[src/hdl/pbd_pkg.sv]
package pbd_pkg;

	localparam int unsigned ROUND_COUNT_DEF  = 10;
	localparam int unsigned RETRY_BLOCKS_DEF = 256;

	localparam logic [31:0] MULT_A = 32'hd2511f53;
	localparam logic [31:0] MULT_B = 32'hcd9e8d57;
	localparam logic [31:0] WEYL_A = 32'h9e3779b9;
	localparam logic [31:0] WEYL_B = 32'hbb67ae85;

	localparam int unsigned CFG_IDX_W = 3;

	typedef enum logic [0:0] {
		OP_RAW     = 1'b0,
		OP_BOUNDED = 1'b1
	} op_t;

	typedef enum logic [1:0] {
		ST_OK        = 2'd0,
		ST_ZERO      = 2'd1,
		ST_EXHAUSTED = 2'd2
	} status_t;

	typedef enum logic [CFG_IDX_W-1:0] {
		REG_KEY_LOW  = 3'd0,
		REG_KEY_HIGH = 3'd1,
		REG_BASE_A   = 3'd2,
		REG_BASE_B   = 3'd3,
		REG_BASE_C   = 3'd4,
		REG_BASE_D   = 3'd5
	} reg_idx_t;

	typedef enum logic [1:0] {
		CLS_RAW,
		CLS_ZERO,
		CLS_BOUNDED
	} cls_t;

	typedef enum logic [2:0] {
		S_IDLE,
		S_THR,
		S_ROUND,
		S_PICK,
		S_MOD,
		S_OUT
	} state_t;

	typedef struct packed {
		logic        operation;
		logic [63:0] sample_index;
		logic [31:0] draw_site;
		logic [31:0] draw_limit;
	} cmd_t;

	typedef struct packed {
		logic [31:0] draw_value;
		logic [1:0]  status;
	} result_t;

	typedef struct packed {
		cls_t cls;
		cmd_t cmd;
	} job_t;

	typedef struct packed {
		logic [31:0] key_low;
		logic [31:0] key_high;
		logic [31:0] base_a;
		logic [31:0] base_b;
		logic [31:0] base_c;
		logic [31:0] base_d;
	} cfg_t;

	typedef struct packed {
		logic valid;
		logic full;
	} qstat_t;

endpackage

[src/hdl/philox_bounded_draw_unit.sv]
// counter-based random draw unit (philox 4x32). start is taken when busy is low;
// each item yields exactly one result on result, marked by a one-cycle done strobe
// that cannot be held off. a two-entry queue sits between the classifying front end
// and the execution engine, so up to two items may be taken while one is in work.
// a raw draw runs ROUND_COUNT philox rounds in the engine and then picks a lane;
// a bounded draw first finds the 2^32 mod bound threshold, then runs ROUND_COUNT
// rounds per retry block tried until a lane reaches the threshold, then takes the
// final mod. the engine has a single philox round unit and a bit-serial remainder
// unit. a zero bound returns status 1, and exhausting every retry block returns
// status 2 with value 0. the user must write the key and counter base registers
// through cfg_valid/cfg_index/cfg_data only while the unit is idle; the unit does
// not enforce this. cfg_ready is always high and unknown indexes are dropped
module philox_bounded_draw_unit #(
	parameter int unsigned ROUND_COUNT  = pbd_pkg::ROUND_COUNT_DEF,
	parameter int unsigned RETRY_BLOCKS = pbd_pkg::RETRY_BLOCKS_DEF
) (
	input  logic                              clk,
	input  logic                              arst_n,
	input  logic                              start,
	output logic                              busy,
	input  pbd_pkg::cmd_t                     cmd,
	output logic                              done,
	output pbd_pkg::result_t                  result,
	input  logic                              cfg_valid,
	output logic                              cfg_ready,
	input  logic [pbd_pkg::CFG_IDX_W-1:0]     cfg_index,
	input  logic [31:0]                       cfg_data
);

	pbd_pkg::cfg_t   cfg_q;
	pbd_pkg::qstat_t qstat;
	pbd_pkg::job_t   push_job;
	pbd_pkg::job_t   pop_job;
	logic            push;
	logic            pop;

	assign cfg_ready = 1'b1;

	// configuration register file
	always_ff @(posedge clk or negedge arst_n) begin
		if (!arst_n) begin
			cfg_q <= '0;
		end else if (cfg_valid && cfg_ready) begin
			unique case (cfg_index)
				pbd_pkg::REG_KEY_LOW:  cfg_q.key_low  <= cfg_data;
				pbd_pkg::REG_KEY_HIGH: cfg_q.key_high <= cfg_data;
				pbd_pkg::REG_BASE_A:   cfg_q.base_a   <= cfg_data;
				pbd_pkg::REG_BASE_B:   cfg_q.base_b   <= cfg_data;
				pbd_pkg::REG_BASE_C:   cfg_q.base_c   <= cfg_data;
				pbd_pkg::REG_BASE_D:   cfg_q.base_d   <= cfg_data;
				default: ;
			endcase
		end
	end

	// front end: accept and classify
	pbd_front u_front (
		.start (start),
		.cmd   (cmd),
		.full  (qstat.full),
		.busy  (busy),
		.push  (push),
		.job   (push_job)
	);

	// decoupling queue
	pbd_queue u_queue (
		.clk      (clk),
		.arst_n   (arst_n),
		.push     (push),
		.push_job (push_job),
		.pop      (pop),
		.pop_job  (pop_job),
		.stat     (qstat)
	);

	// back end: philox rounds, rejection and remainder
	pbd_back #(
		.ROUND_COUNT  (ROUND_COUNT),
		.RETRY_BLOCKS (RETRY_BLOCKS)
	) u_back (
		.clk    (clk),
		.arst_n (arst_n),
		.cfg    (cfg_q),
		.qstat  (qstat),
		.q_job  (pop_job),
		.pop    (pop),
		.done   (done),
		.result (result)
	);

	// result strobes never come back to back
	a_done_gap: assert property (@(posedge clk) disable iff (!arst_n)
		done |=> !done) else $error("back-to-back result strobes");

	// failed draws carry a zero value
	a_fail_zero: assert property (@(posedge clk) disable iff (!arst_n)
		done && (result.status != pbd_pkg::ST_OK) |-> result.draw_value == 32'd0)
		else $error("non-zero value with failure status");

	// the queue never pops while empty
	a_pop_valid: assert property (@(posedge clk) disable iff (!arst_n)
		pop |-> qstat.valid) else $error("pop from empty queue");

endmodule

[src/hdl/pbd_front.sv]
module pbd_front (
	input  logic            start,
	input  pbd_pkg::cmd_t   cmd,
	input  logic            full,
	output logic            busy,
	output logic            push,
	output pbd_pkg::job_t   job
);

	assign busy = full;
	assign push = start && !full;

	// sort items so the back end knows the path at once
	always_comb begin
		job.cmd = cmd;
		if (cmd.operation == pbd_pkg::OP_RAW) begin
			job.cls = pbd_pkg::CLS_RAW;
		end else if (cmd.draw_limit == 32'd0) begin
			job.cls = pbd_pkg::CLS_ZERO;
		end else begin
			job.cls = pbd_pkg::CLS_BOUNDED;
		end
	end

endmodule

[src/hdl/pbd_queue.sv]
module pbd_queue (
	input  logic             clk,
	input  logic             arst_n,
	input  logic             push,
	input  pbd_pkg::job_t    push_job,
	input  logic             pop,
	output pbd_pkg::job_t    pop_job,
	output pbd_pkg::qstat_t  stat
);

	pbd_pkg::job_t mem_q [2];
	logic          wr_q;
	logic          rd_q;
	logic [1:0]    cnt_q;

	assign stat.valid = cnt_q != 2'd0;
	assign stat.full  = cnt_q == 2'd2;
	assign pop_job    = mem_q[rd_q];

	always_ff @(posedge clk) begin
		if (push) begin
			mem_q[wr_q] <= push_job;
		end
	end

	always_ff @(posedge clk or negedge arst_n) begin
		if (!arst_n) begin
			wr_q  <= 1'b0;
			rd_q  <= 1'b0;
			cnt_q <= 2'd0;
		end else begin
			if (push) begin
				wr_q <= ~wr_q;
			end
			if (pop) begin
				rd_q <= ~rd_q;
			end
			cnt_q <= cnt_q + {1'b0, push} - {1'b0, pop};
		end
	end

endmodule

[src/hdl/pbd_div.sv]
module pbd_div (
	input  logic        clk,
	input  logic        arst_n,
	input  logic        start,
	input  logic [32:0] dividend,
	input  logic [31:0] divisor,
	output logic        done,
	output logic [31:0] remainder
);

	logic [31:0] rem_q;
	logic [32:0] dvd_q;
	logic [31:0] dsr_q;
	logic [5:0]  cnt_q;
	logic        run_q;
	logic        done_q;
	logic [32:0] trial;
	logic [32:0] diff;

	// one quotient bit a cycle, restoring
	assign trial = {rem_q, dvd_q[32]};
	assign diff  = trial - {1'b0, dsr_q};

	assign done      = done_q;
	assign remainder = rem_q;

	always_ff @(posedge clk) begin
		if (start) begin
			rem_q <= 32'd0;
			dvd_q <= dividend;
			dsr_q <= divisor;
		end else if (run_q) begin
			rem_q <= diff[32] ? trial[31:0] : diff[31:0];
			dvd_q <= {dvd_q[31:0], 1'b0};
		end
	end

	always_ff @(posedge clk or negedge arst_n) begin
		if (!arst_n) begin
			run_q  <= 1'b0;
			cnt_q  <= 6'd0;
			done_q <= 1'b0;
		end else begin
			done_q <= 1'b0;
			if (start) begin
				run_q <= 1'b1;
				cnt_q <= 6'd0;
			end else if (run_q) begin
				cnt_q <= cnt_q + 6'd1;
				if (cnt_q == 6'd32) begin
					run_q  <= 1'b0;
					done_q <= 1'b1;
				end
			end
		end
	end

endmodule

[src/hdl/pbd_back.sv]
module pbd_back #(
	parameter int unsigned ROUND_COUNT  = pbd_pkg::ROUND_COUNT_DEF,
	parameter int unsigned RETRY_BLOCKS = pbd_pkg::RETRY_BLOCKS_DEF
) (
	input  logic              clk,
	input  logic              arst_n,
	input  pbd_pkg::cfg_t     cfg,
	input  pbd_pkg::qstat_t   qstat,
	input  pbd_pkg::job_t     q_job,
	output logic              pop,
	output logic              done,
	output pbd_pkg::result_t  result
);

	localparam int unsigned RW = (ROUND_COUNT > 1) ? $clog2(ROUND_COUNT) : 1;
	localparam int unsigned BW = (RETRY_BLOCKS > 1) ? $clog2(RETRY_BLOCKS) : 1;
	localparam logic [RW-1:0] RND_LAST = RW'(ROUND_COUNT - 1);
	localparam logic [BW-1:0] BLK_LAST = BW'(RETRY_BLOCKS - 1);

	pbd_pkg::state_t state_q, state_d;
	pbd_pkg::job_t   job_q;
	logic [31:0]     v_q [4];
	logic [31:0]     k0_q, k1_q;
	logic [RW-1:0]   rnd_q;
	logic [BW-1:0]   blk_q;
	logic [31:0]     thr_q;
	logic [31:0]     val_q;
	logic [1:0]      st_q;

	logic [63:0]     p0, p1;
	logic            hit;
	logic [31:0]     hit_val;
	logic            div_start;
	logic [32:0]     div_dvd;
	logic [31:0]     div_dsr;
	logic            div_done;
	logic [31:0]     div_rem;
	pbd_pkg::cmd_t   cur;

	pbd_div u_div (
		.clk       (clk),
		.arst_n    (arst_n),
		.start     (div_start),
		.dividend  (div_dvd),
		.divisor   (div_dsr),
		.done      (div_done),
		.remainder (div_rem)
	);

	assign p0 = 64'(pbd_pkg::MULT_A) * 64'(v_q[0]);
	assign p1 = 64'(pbd_pkg::MULT_B) * 64'(v_q[2]);
	assign cur = job_q.cmd;

	// first lane at or above the threshold
	always_comb begin
		hit     = 1'b0;
		hit_val = v_q[3];
		for (int i = 3; i >= 0; i--) begin
			if (v_q[i] >= thr_q) begin
				hit     = 1'b1;
				hit_val = v_q[i];
			end
		end
	end

	always_comb begin
		state_d = state_q;
		unique case (state_q)
			pbd_pkg::S_IDLE: begin
				if (qstat.valid) begin
					unique case (q_job.cls)
						pbd_pkg::CLS_RAW:  state_d = pbd_pkg::S_ROUND;
						pbd_pkg::CLS_ZERO: state_d = pbd_pkg::S_OUT;
						default:           state_d = pbd_pkg::S_THR;
					endcase
				end
			end
			pbd_pkg::S_THR: if (div_done) state_d = pbd_pkg::S_ROUND;
			pbd_pkg::S_ROUND: if (rnd_q == RND_LAST) state_d = pbd_pkg::S_PICK;
			pbd_pkg::S_PICK: begin
				if (job_q.cls == pbd_pkg::CLS_RAW) begin
					state_d = pbd_pkg::S_OUT;
				end else if (hit) begin
					state_d = pbd_pkg::S_MOD;
				end else if (blk_q == BLK_LAST) begin
					state_d = pbd_pkg::S_OUT;
				end else begin
					state_d = pbd_pkg::S_ROUND;
				end
			end
			pbd_pkg::S_MOD: if (div_done) state_d = pbd_pkg::S_OUT;
			pbd_pkg::S_OUT: state_d = pbd_pkg::S_IDLE;
			default: state_d = pbd_pkg::S_IDLE;
		endcase
	end

	always_comb begin
		pop       = 1'b0;
		done      = 1'b0;
		div_start = 1'b0;
		div_dvd   = {1'b0, hit_val};
		div_dsr   = cur.draw_limit;
		unique case (state_q)
			pbd_pkg::S_IDLE: begin
				pop       = qstat.valid;
				div_start = qstat.valid && (q_job.cls == pbd_pkg::CLS_BOUNDED);
				div_dvd   = 33'h1_0000_0000;
				div_dsr   = q_job.cmd.draw_limit;
			end
			pbd_pkg::S_PICK: begin
				div_start = (job_q.cls != pbd_pkg::CLS_RAW) && hit;
			end
			pbd_pkg::S_OUT: done = 1'b1;
			default: ;
		endcase
	end

	assign result.draw_value = val_q;
	assign result.status     = st_q;

	always_ff @(posedge clk) begin
		unique case (state_q)
			pbd_pkg::S_IDLE: begin
				job_q <= q_job;
				blk_q <= '0;
				rnd_q <= '0;
				val_q <= 32'd0;
				st_q  <= (q_job.cls == pbd_pkg::CLS_ZERO) ? pbd_pkg::ST_ZERO : pbd_pkg::ST_OK;
				k0_q  <= cfg.key_low;
				k1_q  <= cfg.key_high;
				v_q[0] <= cfg.base_a ^ q_job.cmd.sample_index[31:0];
				v_q[1] <= cfg.base_b ^ q_job.cmd.sample_index[63:32];
				v_q[2] <= cfg.base_c ^ q_job.cmd.draw_site;
				v_q[3] <= cfg.base_d;
			end
			pbd_pkg::S_THR: begin
				if (div_done) begin
					thr_q <= div_rem;
				end
			end
			pbd_pkg::S_ROUND: begin
				v_q[0] <= p1[63:32] ^ v_q[1] ^ k0_q;
				v_q[1] <= p1[31:0];
				v_q[2] <= p0[63:32] ^ v_q[3] ^ k1_q;
				v_q[3] <= p0[31:0];
				k0_q   <= k0_q + pbd_pkg::WEYL_A;
				k1_q   <= k1_q + pbd_pkg::WEYL_B;
				rnd_q  <= (rnd_q == RND_LAST) ? '0 : rnd_q + RW'(1);
			end
			pbd_pkg::S_PICK: begin
				if (job_q.cls == pbd_pkg::CLS_RAW) begin
					val_q <= v_q[cur.sample_index[1:0]];
				end else if (!hit) begin
					if (blk_q == BLK_LAST) begin
						st_q <= pbd_pkg::ST_EXHAUSTED;
					end
					// next retry block starts from a fresh counter
					blk_q  <= blk_q + BW'(1);
					k0_q   <= cfg.key_low;
					k1_q   <= cfg.key_high;
					v_q[0] <= cfg.base_a ^ cur.sample_index[31:0];
					v_q[1] <= cfg.base_b ^ cur.sample_index[63:32];
					v_q[2] <= cfg.base_c ^ cur.draw_site;
					v_q[3] <= cfg.base_d ^ 32'(blk_q + BW'(1));
				end
			end
			pbd_pkg::S_MOD: begin
				if (div_done) begin
					val_q <= div_rem;
				end
			end
			default: ;
		endcase
	end

	always_ff @(posedge clk or negedge arst_n) begin
		if (!arst_n) begin
			state_q <= pbd_pkg::S_IDLE;
		end else begin
			state_q <= state_d;
		end
	end

endmodule

[config.mk]
export PLATFORM = sky130hd
export DESIGN_NAME = philox_bounded_draw_unit
export DESIGN_NICKNAME = d
export VERILOG_FILES = /design/src/hdl/pbd_pkg.sv /design/src/hdl/philox_bounded_draw_unit.sv /design/src/hdl/pbd_front.sv /design/src/hdl/pbd_queue.sv /design/src/hdl/pbd_div.sv /design/src/hdl/pbd_back.sv
export SDC_FILE = /design/constraint.sdc
export NUM_CORES = 2
export LEC_CHECK = 0
export ABC_AREA = 1
export ABC_CLOCK_PERIOD_IN_PS = 19050
export BUFFER_PORTS_ARGS = -buffer_cell sky130_fd_sc_hd__buf_2
export CAP_MARGIN = 20
export CORE_ASPECT_RATIO = 0.9
export CORE_MARGIN = 5
export CORE_UTILIZATION = 46
export DETAILED_ROUTE_END_ITERATION = 8
export SYNTH_ARGS = -nofsm -noshare
export SYNTH_HDL_FRONTEND = slang
export SYNTH_SLANG_ARGS = --single-unit
[constraint.sdc]
create_clock -name clk -period 19.05 [get_ports clk]
set_clock_uncertainty 0.2 [all_clocks]
set_input_delay 3.81 -clock clk [delete_from_list [all_inputs] [get_ports clk]]
set_output_delay 3.81 -clock clk [all_outputs]
set_load 0.005 [all_outputs]
; After elaboration in Yosys (flattened, before gate mapping)
; Memory sizes are Yosys's and may differ from the RTL's. A register that Yosys moved wholly into a read port is not among the register bits.
; Cells that the tools add are included.
; Widths: inputs -> output; s select.
[totals]
regBits = 576
memories = 2
wordCells = 189
ram_bits = 390
output_inout_bits = 37
[mem_list]
columns = memory, words, width, read_ports, rd_clocked_by_memory_dff, write_ports, line_no
row1 = u_queue.mem_q, 2, 131, 1, 0, 1, pbd_queue.sv:11  ; pbd_pkg::job_t mem_q [2];
row2 = u_back.v_q, 4, 32, 5, 1, 4, pbd_back.sv:22  ; logic [31:0] v_q [4];
[classes]
order_cmp = 4
mul = 2
n_eq_ne = 24
bitwise = 21
n_mux = 72
reduce_logical = 28
addsub = 9
[ops]
columns = operator, n
row1 = $mux 32, 19
row2 = $xor 32x32->32, 11
row3 = $pmux 32 s3, 3
row4 = $ge 32x32->1, 4
row5 = $mul 32x32->64 const A, 2
row6 = $mux 33, 3
row7 = $add 32x32->32 const B, 2
row8 = $sub 33x32->33, 1
row9 = $logic_not 32->1, 1
row10 = $mux 1, 23
row11 = $mux 3, 7
row12 = $mux 8, 2
row13 = $pmux 8 s2, 1
row14 = $pmux 3 s5, 1
row15 = $reduce_and 2->1, 7
row16 = $eq 3x2->1 const B, 4
row17 = $eq 3x3->1 const B, 4
row18 = $mux 2, 6
row19 = $mux 6, 2
row20 = $reduce_bool 2->1, 5
row21 = $add 8x1->9 const B, 1
row22 = $reduce_and 3->1, 3
row23 = $add 8x1->8 const B, 1
row24 = $eq 8x8->1 const B, 1
row25 = other kinds (24), 46

; Depth between registers and ports, before layout
; An unclocked memory read counts as a cell.
[logic_depth]
depth_word = 11
depth_mapped = 32

; By module
; A second synthesis with hierarchy kept.
[hier_totals]
cells_unflattened = 10012
hier_area_um2 = 89497.1
[modules_own_cells]
columns = module, area_per_inst_um2, cells_per_inst, instances
row1 = pbd_back, 63789.9, 7252, 1
row2 = pbd_queue, 10193.5, 709, 1
row3 = philox_bounded_draw_unit, 7444.6, 842, 1
row4 = pbd_div, 6951.7, 1043, 1
row5 = pbd_front, 1117.3, 166, 1

; Least setup slack after synthesis
; OpenSTA, ideal clock, no wires.
[synth_path]
path_type = input to register
startpoint = input start
endpoint = memory u_queue.mem_q[1][0] in the netlist's numbering (enable)
setup_time_ns = 0.623
slack_ns = 8.854
path_stages = 2
t_required_ns = 18.227
arrival_ns = 9.373
cell_sequence = o21ai_0 > nor2_1
[synth_between]
elab_chain_cells = 3
[synth_rtl]
columns = item, line_no
row1 = from (decl), philox_bounded_draw_unit.sv:19  ; input logic start,
row2 = $logic_and 1x1->1, pbd_front.sv:11  ; assign push = start && !full;
row3 = $mux 1, pbd_queue.sv:21  ; if (push) begin
row4 = $mux 1 (implied by the code), pbd_queue.sv:22  ; mem_q[wr_q] <= push_job;
row5 = to (decl), pbd_queue.sv:11
; Every way passes these cells.

==> impl_summary.md <==
Critical path
Along the worst path, the maximum fanout reaches 11. The family of cells with the greatest summed delay on the critical path is adder cells. The cell at the slowest stage of the critical path is sky130_fd_sc_hd__edfxtp_1. The required time at the worst-slack endpoint is 19270 ps. The startpoint of the most critical register-to-register path is u_back.v_q[0][19]. The worst setup path is captured at a register. The critical path is of the reg2reg type. In this run the register-to-register setup slack is around 9500 ps. The worst setup path is launched from a register. In this design, the critical path's most frequently occurring cell is sky130_fd_sc_hd__fa_1. The critical path depth is 24.

Counting cells, the worst reg-to-reg path comes to 24. The end of the critical path is u_back.v_q[2][17]. The largest single stage delay on the critical path is 1080 ps. In this run the worst setup path begins at u_back.v_q[0][19]. The capture instance of the worst register-to-register path is u_back.v_q[2][17]. Data on the critical path arrives at its endpoint at 9820 ps. The critical path contains buffers and inverters numbering 6 combined. The signal on the critical path passes through inv_1 -> fa_1 -> inv_1 -> fa_1 -> fa_1 -> inv_1 -> fa_1 -> inv_1 -> fa_1 -> fa_1 -> fa_1 -> inv_1 -> fa_1 -> inv_1 -> ha_1 -> nand2_1 -> o21a_1 -> o21ai_0 -> a21oi_1 -> o21a_1 -> o21ai_0 -> a21oi_1 -> o21ai_0 -> nand2_1.

Detailed routing
The routed layout has 68415 vias. The final wirelength is 365 mm. The first detailed-routing pass took 7 iterations.

The number of antenna-violating nets in the routed design is 0. In the final routed layout, each cell accounts on average for 30.4 um. After the first detailed-routing iteration, the DRC count stood at around 8000. The routed via count divided by cell count is approximately 5.7.

The post-route DRC violation count is 0.

Status
The run finished with clean final reports.

Yosys
The top cell type by area accounts for 25.3% of the synthesized area. After synthesis, the largest family of logic cells by area is adder cells. The area fraction in compound gates after synthesis is 8.62%. The xor/xnor share of the synthesized area is 3.89%. The largest area contributor in the netlist is sky130_fd_sc_hd__edfxtp_1. The total nets after synthesis is roughly 11000. After Yosys synthesis, full adders, half adders and majority gates account for between 30 and 40% of the synthesized area.

The multiplexer share of the synthesized area is under 10%. sky130_fd_sc_hd__inv_1 is the most common cell in the netlist. The cell area that synthesis handed to floorplanning was approximately 0.086 mm2.

For this run, the number of Yosys warnings is 0. By count the netlist is led by sky130_fd_sc_hd__inv_1 (1956), sky130_fd_sc_hd__nand2_1 (1352), sky130_fd_sc_hd__ha_1 (970). The sequential share of the synthesized area is between 30% and 40%. The unique cell type count in the Yosys netlist is 58. Synthesis produced 9202 cells. The share of flip-flops with an asynchronous set or reset after synthesis is 21.4%.

In the post-synthesis netlist, the biggest area contributors are sky130_fd_sc_hd__edfxtp_1 (25%), sky130_fd_sc_hd__fa_1 (19%), sky130_fd_sc_hd__ha_1 (14%). The mean post-synth cell area is between 9 and 10 um2. The synthesized design contains 966 register bits.

Of the total synthesized cell area, the portion taken by AND, OR, NAND and NOR gates is a little under an eighth. The count of flip-flops with a built-in enable after synthesis is 725. For this run, the leading register cell type out of synthesis is sky130_fd_sc_hd__edfxtp_1.

GRT
The initial antenna violation count is 30. Global routing used 51.6% of the available met2 tracks. The first global-routing pass estimated 510 mm of wire. The global-route total usage across every layer is 37.0%. The number of global-route vias before repair was 67056. The layer flagged by global routing as most heavily used is met1.

For this run, global-route usage on met3 was measured as 11.0%. The total overflow left after global routing is 0. Entering global routing, the biggest net connects 127 pins. The global routing usage on met1 is between 50% and 60%.

CTS
The cts-stage hold buffer count is 0. The clock passes through at most 3 buffers. Buffers inserted during clock tree synthesis total 99. The clock slew seen by the registers of the worst setup and hold paths is about 70 ps. The later pin in the worst-skew pair is clocked with a latency of ~750 ps. The maximum level of the CTS H-tree is 3. The post-cts resize count is 0.

The cell sitting at the root of the clock tree is a sky130_fd_sc_hd__clkbuf_16. The clock net sink count is 966. The post-CTS repair timing setup buffer count is 0. The clock tree from TritonCTS is built.

Die
For this configuration, the core starts out at a cell density of 46.3%. The cell row count is 150. The height of the die is around 420 um.

The core outline area is 0.186 mm2. The top-level port count is 205. The width of the die is 466 um. The die covers 0.196 mm2.

STA
The worst max-slew margin expressed relative to the limit is between 10% and 20%. The final period demand of the worst path is 9600 ps. Setup violations remaining at the end of the flow were counted as 0.

The final worst-path cycle share is 50.4%. The total negative slack is 0 ps. Setup repair after global routing left no endpoint under its margin. Based on the critical path, the design can be clocked at up to 104 MHz. The final hold violation count is 0. For the pin with the worst max-slew slack, the measured transition is 1240 ps. The final-report max-slew violation count is 0.

Final layout
The fraction of layout cells with a size suffix above 1 is 6.57%. The layout-stage area growth over the synthesis result is 9.23%. After the last flow step, the layout net total stands at approximately 11000. The count of fill cells added during filler insertion is 17557.

Placed design
The estimated wirelength of the detail-placed design is 305 mm. The weighted congestion reported at the end of routability-driven placement is 1.08. The count of input and output buffers is approximately 200.

Min path
The worst hold path belongs to the class reg2reg.

Run
Across the run, the number of max-cap violations was 0.
## worst min-delay path by stage
stage / startpoint / slack, ps / cells after the start / endpoint
floorplan: u_back.u_div.remainder[26] / 230 / 0 / u_back.thr_q[26]
global placement: cfg_q[160] / 270 / 2 / cfg_q[160]
detailed placement: cfg_q[182] / 270 / 2 / cfg_q[182]
CTS: cfg_q[129] / 290 / 2 / cfg_q[129]
global route: cfg_q[159] / 300 / 2 / cfg_q[159]
finish: cfg_q[182] / 280 / 2 / cfg_q[182]
## stage by stage
stage	worst slack [ps]	hold slack [ps]	util (%)	area, um2	instances
final	9450	282	50.6	94100	12011
after global routing	9400	299	50.6	94000	11995
after CTS	9600	288	50.5	93900	11986
after detailed placement	9650	274	48.5	90200	11798
after global placement	9630	267	48.5	90100	11791
after floorplan	8850	234	-	86100	9202
## sequential cells by signal (all words and copies together) (netlist names), 3 cells and up, named ones only
register and count:
u_queue.mem_q 260, u_back.blk_q 8, u_back.thr_q 32, u_back.u_div.dvd_q 33
u_back.val_q 32, u_back.rnd_q 4, u_back.u_div.remainder 32, cfg_q 192
u_back.k1_q 32, u_back.state_q 3, u_back.v_q 128, u_back.k0_q 32
u_back.u_div.dsr_q 32, u_back.u_div.cnt_q 6, u_back.cur 128
## tightest hold or removal path, stage by stage (launching register included)
cell	delay, ps
sky130_fd_sc_hd__dfrtp_1	340
sky130_fd_sc_hd__nand2_1	50
sky130_fd_sc_hd__o21ai_0	60
## logic make-up after synthesis
logic type,after synthesis
compound gates,1374
mux,96
simple gates,2434
fa+ha+maj,1779
buf+inv,2169
xor+xnor,383
flops,966
other cells,1
## per-layer routing
metal  share of wire [%]  wire [um]  up-vias
li1                    -          -    30039
met1                  43     157000    33995
met2                  40     146000     3675
met3                  11      41500      702
met4                 5.6      20300        4
met5              0.0074         27        -
## cell type report
cell class | instances | area [um2] | share of cell area (%)
clock inverter | 55 | 835 | 0.887
multi-input combinational | 6067 | 50300 | 53.5
tap | 2508 | 3140 | 3.34
timing repair buffer | 300 | 1910 | 2.03
sequential | 966 | 27600 | 29.4
antenna | 18 | 45.0 | 0.0479
clock buffer | 133 | 2820 | 3.00
inverter | 1964 | 7370 | 7.84
## cells in the final DEF (no fill, tap or decap), types with 20 or more instances in the layout
cell                        count
sky130_fd_sc_hd__dfxtp_1       33
sky130_fd_sc_hd__nand3_1      395
sky130_fd_sc_hd__edfxtp_1     725
sky130_fd_sc_hd__o21a_1        27
sky130_fd_sc_hd__clkbuf_16    104
sky130_fd_sc_hd__fa_1         809
sky130_fd_sc_hd__o22ai_1       23
sky130_fd_sc_hd__buf_4         86
sky130_fd_sc_hd__buf_2        202
sky130_fd_sc_hd__mux2_2        96
sky130_fd_sc_hd__nor3_1        50
sky130_fd_sc_hd__nor2_1       510
sky130_fd_sc_hd__o21ai_0      640
sky130_fd_sc_hd__or2_2         22
sky130_fd_sc_hd__a21o_1        32
sky130_fd_sc_hd__xnor2_1      167
sky130_fd_sc_hd__dfrtp_1      206
sky130_fd_sc_hd__nor4_1        20
sky130_fd_sc_hd__a21oi_1      482
sky130_fd_sc_hd__o21bai_1      25
sky130_fd_sc_hd__nand4_1       40
sky130_fd_sc_hd__nand2_1     1346
sky130_fd_sc_hd__xor2_1       216
sky130_fd_sc_hd__ha_1         970
sky130_fd_sc_hd__a31oi_1       56
sky130_fd_sc_hd__inv_1       1955
Power is not shown: default switching activity piles up to over one toggle a cycle in this logic, so the estimate is an artifact.
